File: config.mk
export PLATFORM = sky130hd
export DESIGN_NAME = tpa_isqrt
export DESIGN_NICKNAME = d
export VERILOG_FILES = /design/src/rtl/tpa_isqrt.sv
export SDC_FILE = /design/constraint.sdc
export NUM_CORES = 2
export LEC_CHECK = 0
export ABC_AREA = 1
export ABC_CLOCK_PERIOD_IN_PS = 2800
export BUFFER_PORTS_ARGS = -buffer_cell sky130_fd_sc_hd__buf_4
export CORE_MARGIN = 4
export CORE_UTILIZATION = 30
export CTS_BUF_LIST = sky130_fd_sc_hd__clkbuf_8
export DETAILED_ROUTE_END_ITERATION = 10
export GPL_TIMING_DRIVEN = 0
export REMOVE_ABC_BUFFERS = 1
export SYNTH_ARGS = -nofsm -noshare
export SYNTH_HDL_FRONTEND = slang
export SYNTH_SLANG_ARGS = --single-unit
File: constraint.sdc
create_clock -name clk -period 2.8 [get_ports clk]
set_input_delay 0 -clock clk [delete_from_list [all_inputs] [get_ports clk]]
set_output_delay 0 -clock clk [all_outputs]
set_load 0.005 [all_outputs]
File: src/rtl/tpa_isqrt.sv
// ----------------------------------------------------------------------------
// tpa_isqrt
// Pipelined floor square root, one root bit per register stage, one or more lanes.
// ----------------------------------------------------------------------------
module tpa_isqrt #(
	parameter int RAD_W = 50,
	parameter int LANES = 1
) (
	input  logic                               clk,
	input  logic                               arst_n,
	input  logic                               en,
	input  logic                               in_v,
	input  logic [LANES-1:0][RAD_W-1:0]        rad,
	output logic                               out_v,
	output logic [LANES-1:0][RAD_W/2-1:0]      root
);
	localparam int RT = RAD_W / 2;

	logic                          v_s    [1:RT];
	logic [LANES-1:0][RAD_W-1:0]   rad_s  [1:RT-1];
	logic [LANES-1:0][RT+1:0]      rem_s  [1:RT-1];
	logic [LANES-1:0][RT-1:0]      root_s [1:RT];

	for (genvar k = 0; k < RT; k++) begin : g_step
		logic                        v_in;
		logic [LANES-1:0][RAD_W-1:0] rad_in;
		logic [LANES-1:0][RT+1:0]    rem_in;
		logic [LANES-1:0][RT-1:0]    root_in;
		logic [LANES-1:0][RT+1:0]    rem_nx;
		logic [LANES-1:0][RT-1:0]    root_nx;

		if (k == 0) begin : g_first
			assign v_in    = in_v;
			assign rad_in  = rad;
			assign rem_in  = '0;
			assign root_in = '0;
		end else begin : g_next
			assign v_in    = v_s[k];
			assign rad_in  = rad_s[k];
			assign rem_in  = rem_s[k];
			assign root_in = root_s[k];
		end

		always_comb begin
			logic [RT+1:0] sh;
			logic [RT+1:0] trial;
			for (int l = 0; l < LANES; l++) begin
				sh    = {rem_in[l][RT-1:0], rad_in[l][RAD_W-1 -: 2]};
				trial = {root_in[l], 2'b01};
				if (sh >= trial) begin
					rem_nx[l]  = sh - trial;
					root_nx[l] = {root_in[l][RT-2:0], 1'b1};
				end else begin
					rem_nx[l]  = sh;
					root_nx[l] = {root_in[l][RT-2:0], 1'b0};
				end
			end
		end

		always_ff @(posedge clk or negedge arst_n) begin
			if (!arst_n) begin
				v_s[k+1] <= 1'b0;
			end else if (en) begin
				v_s[k+1] <= v_in;
			end
		end

		always_ff @(posedge clk) begin
			if (en) begin
				root_s[k+1] <= root_nx;
			end
		end

		if (k < RT - 1) begin : g_rad
			always_ff @(posedge clk) begin
				if (en) begin
					rem_s[k+1] <= rem_nx;
					for (int l = 0; l < LANES; l++) begin
						rad_s[k+1][l] <= {rad_in[l][RAD_W-3:0], 2'b00};
					end
				end
			end
		end
	end

	assign out_v = v_s[RT];
	assign root  = root_s[RT];

endmodule

Word level (Yosys, flattened, before mapping):

Memory sizes are Yosys's and may differ from the RTL's.
Index checks and enable logic that the tools add are counted.

* register bits after elaboration: 25
* bits in latches: 0
* memory bits (writable): 2425
* ROM bits: 0
* bits of input ports: 54
* output and inout port bits: 26
* word-level logic and storage cells: 128
* memories kept: 3

Memory list
* rad_s: words 24, width 48, rd ports 24, clocked after Yosys merged registers in 0, write ports 24, line 20 `logic [LANES-1:0][RAD_W-1:0] rad_s [1:RT-1];`
* rem_s: words 24, width 27, rd ports 24, clocked after Yosys merged registers in 0, write ports 24, line 21 `logic [LANES-1:0][RT+1:0] rem_s [1:RT-1];`
* root_s: words 25, width 25, rd ports 25, clocked after Yosys merged registers in 0, write ports 25, line 22 `logic [LANES-1:0][RT-1:0] root_s [1:RT];`

* add/sub/neg operators: 24
* $mul: 0
* div/mod/pow operators: 0
* order comparisons: 25
* eq/ne operators: 0
* shifts and indexed selects: 0
* muxes and demuxes: 51
* bitwise gates (word level): 0
* reduce and logical (&&, ||, !) cells: 0

Operators by type and width (count)
* greater-or-equal comparator 27 bit: 24
* 2-to-1 mux 27 bit: 24
* subtractor 27 bit: 23
* 2-to-1 mux 1 bit: 27
* subtractor 2 x 1 -> 3 bit (second input constant): 1
* greater-or-equal comparator 2 x 1 -> 1 bit (second input constant): 1

Depth between registers and ports, before layout:

An unclocked memory read counts as a cell.

* depth in word-level cells: 3
* depth in mapped cells: 16
* depth with buffers taken out: 15

Worst setup path after synthesis:

OpenSTA, ideal clock, no wires.

* path kind: register to register
* from: register, netlist name rem_s[0][27]
* to: register, netlist name rem_s[0][71]
* library setup time: 270 ps
* data arrival time: 1866 ps
* data required time: 2530 ps
* path slack: 664 ps
* stages on the path, launching flop included: 10
* buffers on the path: 2
* clock period less this slack: 2136 ps
* path through: edfxtp_1 > ha_1 > a21oi_1 > nand2_1 > nor2_1 > ha_1 > and2_1 > clkbuf_1 > clkbuf_1 > o21ai_0

==> metrics list <==
- Start point of the worst min-delay path: en
- Number of instances in the synthesized netlist: 9546
* Worst-margin pin slew: 987.0 ps
- Kind of start point of the critical path: register
- Between clock sinks in the finished design, the worst skew comes to 67.59 ps.
- The die covers 0.2858 mm^2.
- Clock Sink Count: 1517
- Met2 usage in global routing: 0.2356
- The first TritonRoute pass finished after 8 iterations.
- Overall power consumption after layout is estimated at 65170 uW.
* Unrepaired setup endpoints after global routing: true
* Total of buffers placed on input and output ports: slightly below 80
- Global-route wire length before repair: 320.7 mm
- Inserted Clock Buffers: 286
- Final critical path time including I/O delays and setup: 2703 ps
* Status: complete, no violations
- Count of final setup violators: 0
- The initial antenna violation count is 3.
- The mapped netlist covers 0.08320 mm^2.
* Required time at the worst-slack endpoint: about 3400 ps
* Final nets: approximately 10k
- After synthesis, the mean cell area works out to 8.716 um^2.
* Final HPWL DP: 148.2 mm
- Worst setup startpoint: rem_s[1][180]
- Worst Setup End Kind: register
* Global Route met3 Usage: 0.01907
- For this run, global-route usage on met1 was measured as 0.1822.
- Yosys attributes the largest share of cell area to sky130_fd_sc_hd__edfxtp_1, sky130_fd_sc_hd__nand2_1, sky130_fd_sc_hd__inv_1, sky130_fd_sc_hd__ha_1, sky130_fd_sc_hd__nor2_1.
- Based on the critical path, the design can be clocked at up to 0.3700 GHz.
- The finished cells cover 0.09591 mm^2.
* Slew headroom: 0.3420
* Post-DP Area: 0.08797 mm^2
- The count of nets left with antenna violations once routing finished came out at 0.
- Detailed routing inserted a total of 62.01k vias.
- Worst min-delay path class: in -> reg
- Max-cap violations in this run came to 0.
* Reg2reg start: rem_s[1][180]
- Area inside the core boundary: 0.2763 mm^2
- Clock slew seen by the registers of the worst setup and hold paths: 50 ps
- Top cells by instance count after synthesis: sky130_fd_sc_hd__nand2_1, sky130_fd_sc_hd__inv_1, sky130_fd_sc_hd__edfxtp_1
- Fill cells in the final layout number roughly 29k.
- Final worst-path setup slack: 97.38 ps
* I/O pins: 80
- Yosys warns: 0
* TritonCTS clock tree: done
* Effective utilization at floorplan: 0.3012
* Destination of the worst register-to-register timing path: rem_s[1][192]
- Routability-driven placement finished with a final weighted congestion of 0.8966.
* Most frequent cell after synthesis: sky130_fd_sc_hd__nand2_1
- The netlist uses 53 different library cells.
- Counting flops with an async set or reset pin after synthesis yields a share of 0.01648.
- Final critical-path share of the clock period: 0.9652
- Setup CP Type: reg -> reg
* Final core utilization: 0.3472
- At the worst endpoint, the arrival time is 3330 ps.
* Share of synthesized area occupied by flip-flops and latches: 0.5460
- After floorplanning, the core was divided into just under 200 placement rows.
- At the later pin of the worst-skew pair, clock insertion delay measures 970 ps.
- CTS Root Cell: sky130_fd_sc_hd__clkbuf_8
- The H-tree was split into 5 levels.
- Counting along the longest clock path gives a buffer depth of 4.
- Number of enable-type register cells in the synthesized netlist: between 1k and 1.5k
- The number of hold violations in the final report came to 0.
* Via count of the first global-routing pass: 59.16k
- Count of routing violations after the opening detailed-route iteration: 4253
* Share of the synthesized area in the top cell type: 0.5385
- Width of the chip: 534.6 um
* Global router's overall resource usage: 0.1389
- Synthesized flop and latch total: ~1.5k
- The most used flip-flop cell after synthesis is sky130_fd_sc_hd__edfxtp_1.
- Vias per cell: 4.437
- Global routing finished with a remaining overflow of 0.
- Endpoint of the worst hold-timing path: rad_s[0][250]
- Summed over all layers, the routed wires come to 207.6 mm.
- Worst r2r path cells: 9
- The worst hold path passes through 5 cells.
* Number of pins with negative max-slew slack in the final report: 0
- LEAKAGE: roughly 0.043 uW
- After detailed routing, the number of remaining DRC violations is 0.
* Worst-path fanout max: 12
- Ratio of total power to cell area: 679.6 mW/mm^2
* Busiest metal layer after global routing: met2
* Most area-hungry cell type in the Yosys netlist: sky130_fd_sc_hd__edfxtp_1
- The setup check on the worst reg-to-reg path leaves a slack of 100 ps.
- Average routed wire per standard cell: 14.86 um
- Relative to the synthesized area, the layout overhead comes to 15.27%.
- The worst-case IR drop observed on VDD is 0.3697 mV.
- Of the cells placed in the final design, the portion with a size suffix greater than 1 is 0.06827.
* Area occupied by multi-input gates: between 0.03 and 0.04 mm^2
- Height of the die: roughly 530 um
* Setup slack at placement: -1516 ps
- Entering global routing, the biggest net connects 191 pins.
* Sequential Area: 0.04543 mm^2
==> what timing repair did <==
action                                 4_1_cts  5_1_grt
cloned                                       8       11
pin swaps                                    6       13
endpoints found under the hold margin      385      245
setup buffers                                4       15
setup endpoints to repair                  377      466
hold buffers                               172       12
resized for setup                           16       26
==> final cells by class <==
class,instances,share of cell area
sequential,1517,0.4737
multi-input combinational,6246,0.3222
inverter,1711,0.06715
tap,3705,0.04834
clock buffer,291,0.04176
timing repair buffer,295,0.03215
clock inverter,208,0.01466
antenna,3,0.00007828
==> report_power, final <==
group	internal (uW)	switching, uW	leakage [uW]
Clock	11100	9790	0.00299
Combinational	4970	9510	0.0258
Sequential	28100	1660	0.0146
Total	44200	21000	0.0434
==> worst max path at each step <==
stage,endpoint,slack (ps)
floorplan,rem_s[0][109],450
global placement,rad_s[0][54],-12300
detailed placement,rad_s[0][104],-1520
CTS,rem_s[0][317],3
global route,rem_s[0][330],-50
finish,rem_s[1][192],100
==> critical path, stage by stage (launching register included) <==
cell and delay [ps]:
sky130_fd_sc_hd__edfxtp_1 470, sky130_fd_sc_hd__ha_1 460, sky130_fd_sc_hd__nand2_1 120, sky130_fd_sc_hd__nor2_1 220, sky130_fd_sc_hd__nand4_1 170, sky130_fd_sc_hd__nor2_1 380, sky130_fd_sc_hd__nor2_4 140, sky130_fd_sc_hd__buf_4 230
sky130_fd_sc_hd__nand3_1 100, sky130_fd_sc_hd__nand2_1 110
==> per-stage QoR <==
stage                     std cells  TNS, ps  hold WS, ps
after floorplan                9458        0       -295.6
after global placement        13240        -       -79.46
after detailed placement      13250  -473680       -73.09
after CTS                     13940        0       -576.0
after global routing          13970   -180.9        3.236
final                         13980        0        68.91
==> per-layer routing <==
metal | share of wire | up-vias
met1 | 0.45 | 28380
met4 | 0.031 | 0
met3 | 0.046 | 387
li1 | - | 31860
met5 | 0 | -
met2 | 0.47 | 1383
==> registers in the layout (all words and copies together) (netlist names) <==
| signal | flops |
|---|---|
| g_step.v_in | 24 |
| root_s | 325 |
| out_v | 1 |
| rem_s | 567 |
| rad_s | 600 |
==> placed cells by master, fill, tap and decap left out, types with 8 or more instances in the layout <==
cell / instances
sky130_fd_sc_hd__xnor2_1: 65
sky130_fd_sc_hd__nor2_1: 778
sky130_fd_sc_hd__a21oi_2: 26
sky130_fd_sc_hd__nor3_1: 69
sky130_fd_sc_hd__nand2_2: 24
sky130_fd_sc_hd__nand4_1: 196
sky130_fd_sc_hd__inv_1: 1766
sky130_fd_sc_hd__ha_1: 351
sky130_fd_sc_hd__nand2_4: 8
sky130_fd_sc_hd__clkinvlp_4: 18
sky130_fd_sc_hd__bufinv_16: 15
sky130_fd_sc_hd__buf_4: 96
sky130_fd_sc_hd__inv_2: 10
sky130_fd_sc_hd__a21oi_1: 332
sky130_fd_sc_hd__o21ai_0: 170
sky130_fd_sc_hd__clkinv_1: 57
sky130_fd_sc_hd__nor2_4: 19
sky130_fd_sc_hd__dlygate4sd3_1: 175
sky130_fd_sc_hd__and2_1: 16
sky130_fd_sc_hd__or2_2: 24
sky130_fd_sc_hd__clkinv_2: 34
sky130_fd_sc_hd__o21bai_1: 9
sky130_fd_sc_hd__nand2_1: 3273
sky130_fd_sc_hd__nand3_2: 13
sky130_fd_sc_hd__nand3_1: 510
sky130_fd_sc_hd__clkbuf_8: 291
sky130_fd_sc_hd__xor2_1: 144
sky130_fd_sc_hd__dfrtp_1: 25
sky130_fd_sc_hd__nor2_2: 48
sky130_fd_sc_hd__buf_16: 14
sky130_fd_sc_hd__o21ai_1: 32
sky130_fd_sc_hd__edfxtp_1: 1492
sky130_fd_sc_hd__nand3b_1: 78
==> logic make-up after synthesis <==
| kind of cell | count (synthesis) | share of synthesized area |
|---|---|---|
| other | 1 | 0.00004507 |
| AND/OR/NAND/NOR | 5070 | 0.2540 |
| flip-flops | 1517 | 0.5460 |
| AO/OA/AOI/OAI | 598 | 0.03892 |
| buffers and inverters | 1799 | 0.08617 |
| multiplexers | 1 | 0.0001353 |
| XOR/XNOR | 209 | 0.02200 |
| adder cells (fa/ha/maj) | 351 | 0.05278 |
Power figures use the tool's default switching activity.
